--- src/rtl/apr_pkg.sv ---
// ----------------------------------------------------------------------------
// apr_pkg
// Shared types and constants for the ping-pong audio rate matcher.
// ----------------------------------------------------------------------------
package apr_pkg;

  localparam int BANK_WORDS_DEFAULT = 256;

  localparam int SAMPLE_W  = 24;
  localparam int ADDR_IN_W = 8;
  localparam int REM_W     = 9;
  localparam int ADJ_W     = 2;
  localparam int GAP_W     = 16;
  localparam int CNT_W     = 6;

  localparam int NOMINAL_PAIRS = 48;

  localparam logic [ADJ_W-1:0] ADJ_NOMINAL = 2'd0;
  localparam logic [ADJ_W-1:0] ADJ_SLOW    = 2'd1;
  localparam logic [ADJ_W-1:0] ADJ_FAST    = 2'd2;

  // Commands from the controller to the datapath.
  typedef struct packed {
    logic store;  // write one sample word
    logic load;   // capture the packet request fields
    logic calc;   // capture the rate decision
    logic fetch;  // read one pair and step the read position
    logic last;   // the pair being fetched ends the packet
  } apr_cmd_t;

  // Status from the datapath to the controller.
  typedef struct packed {
    logic [ADJ_W-1:0] adj;
  } apr_status_t;

endpackage

--- src/rtl/apr_controller.sv ---
// ----------------------------------------------------------------------------
// apr_controller
// Sequencer for sample writes and packet requests of the rate matcher.
// ----------------------------------------------------------------------------
module apr_controller (
  input  logic                clk,
  input  logic                rst,
  input  logic                start,
  input  logic                mode,
  input  apr_pkg::apr_status_t status,
  output apr_pkg::apr_cmd_t   cmd,
  output logic                busy
);
  import apr_pkg::*;

  localparam logic [1:0] ST_IDLE  = 2'd0;
  localparam logic [1:0] ST_CALC  = 2'd1;
  localparam logic [1:0] ST_FETCH = 2'd2;

  logic [1:0]       state;
  logic [1:0]       state_next;
  logic [CNT_W-1:0] count;
  logic [CNT_W-1:0] count_next;
  logic             accept;

  assign busy   = (state != ST_IDLE);
  assign accept = start && (state == ST_IDLE);

  always_comb begin
    state_next = state;
    count_next = count;
    cmd        = '0;
    unique case (state)
      ST_IDLE: begin
        if (accept) begin
          if (mode) begin
            cmd.load   = 1'b1;
            state_next = ST_CALC;
          end else begin
            cmd.store = 1'b1;
          end
        end
      end
      ST_CALC: begin
        cmd.calc = 1'b1;
        // The counter holds the number of pairs still to fetch after this one.
        case (status.adj)
          ADJ_SLOW: count_next = CNT_W'(NOMINAL_PAIRS - 2);
          ADJ_FAST: count_next = CNT_W'(NOMINAL_PAIRS);
          default:  count_next = CNT_W'(NOMINAL_PAIRS - 1);
        endcase
        state_next = ST_FETCH;
      end
      ST_FETCH: begin
        cmd.fetch = 1'b1;
        cmd.last  = (count == '0);
        if (count == '0) begin
          state_next = ST_IDLE;
        end else begin
          count_next = count - 1'b1;
        end
      end
      default: begin
        state_next = ST_IDLE;
      end
    endcase
  end

  always_ff @(posedge clk) begin
    if (rst) begin
      state <= ST_IDLE;
      count <= '0;
    end else begin
      state <= state_next;
      count <= count_next;
    end
  end

  a_req_to_calc: assert property (@(posedge clk) disable iff (rst)
    (accept && mode) |=> (state == ST_CALC))
    else $error("packet request did not enter the rate decision");

  a_calc_to_fetch: assert property (@(posedge clk) disable iff (rst)
    (state == ST_CALC) |=> (state == ST_FETCH && count >= CNT_W'(NOMINAL_PAIRS - 2)))
    else $error("rate decision did not start the pair fetch");

  a_last_ends: assert property (@(posedge clk) disable iff (rst)
    (cmd.fetch && cmd.last) |=> (state == ST_IDLE))
    else $error("packet did not end after its last pair");

  a_count_range: assert property (@(posedge clk) disable iff (rst)
    (state == ST_FETCH) |-> (count <= CNT_W'(NOMINAL_PAIRS)))
    else $error("pair counter out of range");

endmodule

--- config.mk ---
export PLATFORM = sky130hd
export DESIGN_NAME = apr_controller
export DESIGN_NICKNAME = d
export VERILOG_FILES = /design/src/rtl/apr_pkg.sv /design/src/rtl/apr_controller.sv
export SDC_FILE = /design/constraint.sdc
export NUM_CORES = 1
export LEC_CHECK = 0
export BUFFER_PORTS_ARGS = -buffer_cell sky130_fd_sc_hd__buf_2
export CAP_MARGIN = 40
export CORE_MARGIN = 5
export CORE_UTILIZATION = 35
export DETAILED_ROUTE_END_ITERATION = 16
export GPL_TIMING_DRIVEN = 0
export MAX_ROUTING_LAYER = met4
export PLACE_DENSITY = 0.55
export SYNTH_ARGS = -nofsm -noshare
export SYNTH_HDL_FRONTEND = slang
export SYNTH_SLANG_ARGS = --single-unit
--- constraint.sdc ---
create_clock -name clk -period 1.5 [get_ports clk]
set_clock_uncertainty 0.1 [all_clocks]
set_input_delay 0.075 -clock clk [delete_from_list [all_inputs] [get_ports clk]]
set_output_delay 0.075 -clock clk [all_outputs]
set_load 0.005 [all_outputs]
# ---- Yosys cells after proc, flatten, opt, wreduce, memory -nomap -nowiden
# Index checks and enable logic that the tools add are counted.
# W data, S select, Z words.
dict set report totals {
  register_bits 8
  input_bits 6
  output_inout_bits 6
  wordCells 31
}
dict set report op_classes {
  addsub 1
  n_eq_ne 8
  n_mux 13
  n_reduce_logical 7
}
# operator count
set ops {}
lappend ops {{$mux W2} 6}
lappend ops {{$pmux W6 S2} 1}
lappend ops {{$pmux W5 S2} 1}
lappend ops {{$ne A2 B2 Y1 const B} 4}
lappend ops {{$logic_not A6 Y1} 1}
lappend ops {{$mux W6} 1}
lappend ops {{$pmux W2 S3} 1}
lappend ops {{$sub A6 B1 Y6 const B} 1}
lappend ops {{$eq A2 B1 Y1 const B} 2}
lappend ops {{$eq A2 B2 Y1 const B} 2}
lappend ops {{$reduce_bool A2 Y1} 2}
lappend ops {{$mux W1} 3}
lappend ops {{$reduce_and A3 Y1} 1}
lappend ops {{$logic_not A2 Y1} 1}
lappend ops {{$reduce_and A2 Y1} 1}
lappend ops {{$logic_and A1 B1 Y1} 1}

# ---- Logic depth before layout (Yosys ltp)
# Gate-level depths: netlist (run 1).
dict set report logic_depth {
  ltp_word 4
  ltp_mapped 6
  depth_no_buf 6
}

# ---- Worst setup path before layout (run 1)
# No wires, ideal clock.
dict set report synth_timing {
  path_type {reg-to-reg}
  from {reg count[0]}
  to {reg count[3]}
  setup_ns 0.117
  arrival_time_ns 1.348
  t_required_ns 1.283
  setup_slack_ns -0.065
  path_stages_with_launch 7
  n_path_buf 0
  period_less_slack_ns 1.565
  path_cell_list {dfxtp_1 > inv_1 > ha_1 > nand2b_1 > or4_4 > a41oi_1 > nor2_1}
}
dict set report synth_between {
  elab_chain_len 3
  elab_cells_between_ends 6
  classes_between {add/sub: 1; eq/ne: 1; mux: 2; reduce/logical: 2}
}
# element line
set synth_rtl {}
lappend synth_rtl {{start, declared} apr_controller.sv:22} ;# logic [CNT_W-1:0] count;
lappend synth_rtl {{start signal, assigned} apr_controller.sv:75} ;# count <= count_next;
lappend synth_rtl {{$sub A6 B1 Y6 / $logic_not A6 Y1 (equally long branches)} {apr_controller.sv:60, apr_controller.sv:57}}
lappend synth_rtl {{$mux W6 / $ne A2 B2 Y1 (equally long branches)} n/a}
lappend synth_rtl {{$pmux W6 S2 / $reduce_and A2 Y1 (equally long branches)} n/a}
# Parallel ways exist; a longest one is shown, timed or not. The select of a mux whose other input is x is not followed.
# A chain may end at the register's enable or synchronous reset.

# ---- Worst setup path in the final report (run 1)
dict set report layout_timing {
  from {reg count[0]}
  to {reg count[1]}
}
# The elaborated chain is that of the path after synthesis.

==> impl_metrics.py, run 1 <==
metrics = {
    "outcome": {
        "status": "complete, but fails checks",
        "violations": "setup timing",
    },
    "timing": {
        "min_period_ns": 1.55,
        "setup-violations-final": 3,
        "tightest_slew_ns": 0.313,
        "fmax_ghz": 0.645,
        "fin_tns_setup_ns": -0.0760,
        "rsz0062_at_grt": "yes",
        "slew_violations": 0,
        "max-slew-margin-rel_pct": 79.0,
        "period_share_pct": 103,
        "setup_ws_ns": -0.0507,
        "hold_viol_final": 0,
    },
    "floorplan": {
        "num_io_pins": 12,
        "initial_core_util_pct": 36.1,
        "fp-row-count": 14,
        "core_mm2": 0.00149,
        "die_area_mm2": 0.00242,
        "die-width_um": 49.2,
        "die_h_um": 49.2,
    },
    "logic_synthesis": {
        "syn_inst": 64,
        "ys_seq_area_share_pct": 29.8,
        "synth_cell_types": 31,
        "synth-simple-area-share_pct": 32.1,
        "yosys.area_share.adder_pct": 9.30,
        "synth.area.mux_share_pct": 1.86,
        "yosys.area_share.xor_xnor_pct": 0,
        "syn_area_per_cell_um2": 8.41,
        "synth_top_family_by_area": "simple AND/OR/NAND/NOR gates",
        "yosysWarnings": 0,
        "netlist_area_um2": 538,
        "synth_compound_area_share_pct": 20.2,
        "ys_seq_elements": 8,
        "synth_fp_nets": 74,
    },
    "pwr": {
        "pwr_density_cell_mw_per_mm2": 863,
        "leakage_uw": 0.000347,
        "peakVddDrop_mv": 0.413,
    },
    "setup_path": {
        "cp-end-kind": "flip-flop",
        "worst_ep_arrival_time_ns": 1.65,
        "crit_required_ns": 1.60,
        "crit_path_start_kind": "flip-flop",
        "r2r-start": "count[0]",
        "worstSetupPathType": "reg2reg",
        "r2r_cells": 6,
        "r2r_slack_ns": -0.05,
        "reg2reg_to": "count[1]",
        "crit_fanout": 4,
    },
    "worst_hold_path": {
        "hp-class": "in2reg",
        "whs_endpoint": "state[0]",
        "hold_path_depth": 3,
        "hp-start": "mode",
    },
    "final_layout": {
        "final_common_cell": "buf_2",
        "final_nets": 98,
        "n_antenna_cell": 0,
        "fin_util_pct": 50.5,
        "fin_cells": 102,
        "drive_above_1_share_pct": 43.0,
        "final_cell_mix": "buf_2 (12), nor2_1 (10), buf_4 (8), clkbuf_4 (5), dfxtp_1 (5)",
        "multi_input_area_um2": 380,
        "fill_cells": 148,
        "areaGrowthSynthToFinish_pct": 39.8,
        "seqCellArea_um2": 166,
    },
    "global_routing": {
        "grt_max_degree": 11,
        "antenna_found_initial": 0,
        "grt_pass1_vias": 504,
        "grt_pass1_wl_um": 2270,
        "grtUsageTotal_pct": 12.2,
        "grt-ovfl-total": 0,
    },
    "drt": {
        "drcViolationCount": 0,
        "drtPass1Iterations": 4,
        "via_count": 544,
        "final_antenna_net_count": 0,
        "finalWirelength_um": 1330,
        "viasPerCell": 5.33,
        "drt_iter0_markers": 6,
        "drt-wirelength-per-cell_um": 13.1,
    },
    "clocking": {
        "cts_sinks": 8,
        "cts_tree": "yes",
        "cts-root-buf": "clkbuf_4",
        "clk-insertion-delay-late_ns": 0.25,
        "clk_pin_slew_ns": 0.06,
        "cts.htree.levels": 1,
        "numCtsBuffers": 3,
        "cts.path.max_buffers": 2,
    },
    "placement": {
        "place_ws_ns": -0.104,
        "port_buffers": 11,
        "gp_congestion": 0.724,
        "dp_hpwl_um": 986,
        "place_inst": 91,
    },
    "flow_run": {
        "cap_violations": 0,
    },
}
[cell type report]
cell class,count,share of cell area [%]
inverter,4,2.33
tap,16,2.66
buffer,4,3.66
clock buffer,3,3.00
sequential,8,22.1
multi-input combinational,48,50.6
timing repair buffer,19,15.6
[power by group]
group | switching (µW) | internal [µW] | total (µW)
sequential | 25.0 | 230 | 255
clock | 75.8 | 91.8 | 168
combinational | 107 | 120 | 227
[state kept, by name, summed over array words and instances (netlist names)]
register  count
count         6
state         2
[cells in the mapped netlist]
library cell	number	share of area, %
a21oi_1	4	3.7
o41ai_1	1	1.6
nor3_1	2	1.9
mux2i_1	1	1.9
clkbuf_1	1	0.70
buf_2	2	1.9
a211oi_1	1	1.4
nand4b_1	1	1.6
o211ai_1	1	1.4
nor2_1	10	7.0
inv_1	4	2.8
nand4_1	1	1.2
and3_1	1	1.2
a21o_1	2	2.8
ha_1	4	9.3
o21ai_0	2	1.9
nor2b_1	3	3.5
a21boi_1	1	1.4
a41oi_1	1	1.6
nand2_1	1	0.70
a31oi_1	1	1.2
or3_1	1	1.2
nor4b_4	1	4.4
buf_4	1	1.4
nor4_2	1	2.3
nand2b_1	2	2.3
and3b_1	1	1.6
a311oi_1	2	3.3
or4_4	1	2.1
and2_1	1	1.2
dfxtp_1	8	30
[critical path, cell delays in order, from the launching register on]
cell      delay (ns)
dfxtp_4         0.35
inv_4           0.06
ha_4            0.15
nand2b_4        0.07
or4_4           0.46
a31oi_1         0.15
and3b_1         0.16
[what timing repair did]
action                                  in CTS  in global routing
buffers inserted                             5                  2
hold buffers                                 1                  0
hold endpoints to repair                     5                  0
endpoints found under the setup margin       8                  9
gates resized for setup                      6                  5
pin swaps                                    2                  2
[logic make-up (layout without fill, tap and decap cells)]
logic type | after synthesis | in the layout
simple gates | 27 | 27
compound gates | 16 | 16
flops | 8 | 8
buf+inv | 8 | 30
fa+ha+maj | 4 | 4
mux | 1 | 1
[metal layers]
layer  vias to the layer above  routed length, µm  global-route usage [%]
li1                        275                  -                       -
met1                       255                616                    15.1
met2                        12                635                    17.8
met3                         2                 66                    3.98
met4                         0                 13                    5.38
met5                         -                  0                       -
[worst max-delay path by stage]
stage | depth (start not counted) | slack, ns | endpoint | start
global placement | 6 | -0.13 | count[3] | count[1]
finish | 6 | -0.05 | count[1] | count[0]
detailed placement | 6 | -0.10 | count[1] | count[1]
CTS | 6 | -0.05 | count[1] | count[0]
global route | 6 | -0.11 | count[1] | count[0]
floorplan | 6 | 0.002 | count[3] | count[0]
[metrics by stage]
step                      cell area (µm²)  hold WS (ns)  power [µW]
final                                 752         0.105         649
after global routing                  752         0.131         696
after CTS                             728         0.106         642
after detailed placement              634         0.238         441
after global placement                634         0.241         441
after floorplan                       559        0.0397         391
Note: power is estimated with default switching activity, not from simulation.
==> run 2, diff against run 1 <==
--- a/config.mk
+++ b/config.mk
@@ -7,12 +7,13 @@
 export LEC_CHECK = 0
 export BUFFER_PORTS_ARGS = -buffer_cell sky130_fd_sc_hd__buf_2
 export CAP_MARGIN = 40
-export CORE_MARGIN = 5
-export CORE_UTILIZATION = 35
+export CORE_AREA = 5 5 42 44
 export DETAILED_ROUTE_END_ITERATION = 16
+export DIE_AREA = 0 0 47 49
 export GPL_TIMING_DRIVEN = 0
 export MAX_ROUTING_LAYER = met4
-export PLACE_DENSITY = 0.55
+export PLACE_DENSITY = 0.62
+export SLEW_MARGIN = 10
 export SYNTH_ARGS = -nofsm -noshare
 export SYNTH_HDL_FRONTEND = slang
 export SYNTH_SLANG_ARGS = --single-unit
==> impl_metrics.py, run 2 (same netlist as run 1, synthesis figures left out) <==
metrics = {
    "setup_path": {
        "crit_required_ns": 1.61,
        "crit_path_start_kind": "flip-flop",
        "path_cells": "inv_4 -> ha_4 -> nand2b_4 -> or4_4 -> a31oi_1 -> and3b_1",
        "crit_fanout": 4,
        "worstSetupPathType": "reg2reg",
        "worst_ep_arrival_time_ns": 1.68,
        "cp-end-kind": "flip-flop",
        "r2r_cells": 6,
        "cpMaxStageDelayCell": "or4_4",
        "critPathMaxStageDelay_ns": 0.46,
    },
    "timing": {
        "setup-violations-final": 2,
        "rsz0062_at_grt": "yes",
        "holdWs_ns": 0.0945,
        "setup_ws_ns": -0.0671,
        "slew_violations": 0,
        "tightest_slew_ns": 0.301,
        "max-slew-margin-rel_pct": 79.9,
        "period_share_pct": 104,
        "hold_viol_final": 0,
        "min_period_ns": 1.57,
        "fmax_ghz": 0.638,
    },
    "global_routing": {
        "met1_usage_pct": 18.1,
        "met2_usage_pct": 20.4,
        "top_usage_layer": "met2",
        "grtUsageMet3_pct": 2.58,
        "antenna_found_initial": 0,
        "grt_pass1_wl_um": 2290,
        "grt_max_degree": 11,
        "grt-ovfl-total": 0,
        "grtUsageTotal_pct": 14.3,
        "grt_pass1_vias": 504,
    },
    "pwr": {
        "clkPwrFrac_pct": 26.0,
        "leakage_uw": 0.000349,
        "power.internal_uw": 457,
        "switching_share_pct": 32.8,
        "pwr_density_cell_mw_per_mm2": 896,
        "pwr-share-comb_pct": 36.4,
        "seqPwrFrac_pct": 37.5,
        "peakVddDrop_mv": 0.499,
        "power.switching_uw": 223,
    },
    "clocking": {
        "cts_tree": "yes",
        "clk_pin_slew_ns": 0.06,
        "cts-root-buf": "clkbuf_4",
        "cts.path.max_buffers": 2,
        "clk-insertion-delay-late_ns": 0.26,
        "cts.htree.levels": 1,
        "cts_sinks": 8,
        "numCtsBuffers": 3,
    },
    "floorplan": {
        "initial_core_util_pct": 38.4,
        "fp-row-count": 14,
        "num_io_pins": 12,
        "core_mm2": 0.00140,
        "die_h_um": 49,
        "die_area_mm2": 0.00230,
        "die-width_um": 47,
    },
    "drt": {
        "final_antenna_net_count": 0,
        "via_count": 540,
        "drt_iter0_markers": 5,
        "drcViolationCount": 0,
        "viasPerCell": 5.29,
        "drt-wirelength-per-cell_um": 13.2,
        "finalWirelength_um": 1350,
        "drtPass1Iterations": 2,
    },
    "final_layout": {
        "drive_above_1_share_pct": 45.3,
        "final_cell_mix": "buf_2 (12), nor2_1 (9), buf_4 (8), clkbuf_4 (5), dfxtp_1 (5)",
        "reg.largest.list": "count (6), state (2)",
        "n_antenna_cell": 0,
        "multi_input_area_um2": 387,
        "final_nets": 98,
        "fill_cells": 146,
        "areaGrowthSynthToFinish_pct": 40.9,
        "seqCellArea_um2": 166,
        "top_register": "count",
        "final_common_cell": "buf_2",
        "largest_reg_flops": 6,
    },
    "flow_run": {
        "cap_violations": 0,
    },
    "outcome": {
        "status": "complete, but fails checks",
        "violations": "setup timing",
    },
    "placement": {
        "place_ws_ns": -0.110,
        "dp_hpwl_um": 956,
        "gp_congestion": 0.880,
        "port_buffers": 11,
    },
    "worst_hold_path": {
        "hp-class": "in2reg",
        "hold_path_depth": 3,
    },
}
## run 2: layer usage
| metal | routed length (µm) | part of all wire, % |
|---|---|---|
| met1 | 614 | 46 |
| met2 | 619 | 46 |
| met3 | 58 | 4.3 |
| met4 | 56 | 4.2 |
| met5 | 0 | 0 |
## run 2: worst paths after layout
check	from	to	slack, ns
min	mode	state[0]	0.09
max reg2reg	count[0]	count[1]	-0.07
max	count[0]	count[1]	-0.07
min reg2reg	state[0]	count[0]	0.51
## run 2: per-stage QoR
stage | utilization [%] | TNS (ns) | power (µW) | cells | cell area, µm²
after detailed placement | 45.3 | -0.305 | 441 | 91 | 634
final | 54.1 | -0.106 | 680 | 102 | 758
after global routing | 54.1 | -0.341 | 725 | 102 | 758
after CTS | 53.3 | -0.214 | 686 | 102 | 747
after floorplan | - | 0 | 391 | 64 | 559
after global placement | 45.3 | -0.292 | 436 | 91 | 634
## run 2: power groups by stage
stage	sequential (µW)	combinational, µW	clock [µW]
after floorplan	254	137	0
after global placement	259	178	0
after detailed placement	259	182	0
after CTS	254	246	186
after global routing	259	271	195
final	255	248	177
## run 2: cell type report
| type | count | area share [%] |
|---|---|---|
| multi-input cells | 48 | 51.0 |
| flip-flops and latches | 8 | 21.9 |
| repair buffers | 19 | 15.5 |
| plain buffers | 4 | 3.63 |
| clock buffers | 3 | 2.97 |
| well taps | 16 | 2.64 |
| inverters | 4 | 2.31 |
## run 2: worst max-delay path, delay by kind of cell, from the launching register on
family                   cells  cell delay (ns)
AND/OR/NAND/NOR              3             0.70
flip-flops                   1             0.35
AO/OA/AOI/OAI                1             0.16
adder cells (fa/ha/maj)      1             0.15
buffers and inverters        1             0.06
## run 2: repair_timing
| item | 4_1_cts | 5_1_grt |
|---|---|---|
| hold buffers | 1 | 0 |
| endpoints found under the setup margin | 9 | 10 |
| gates cloned | 0 | 0 |
| pin swaps | 5 | 4 |
| buffers inserted | 7 | 0 |
| resized for setup | 7 | 6 |
| endpoints found under the hold margin | 5 | 0 |
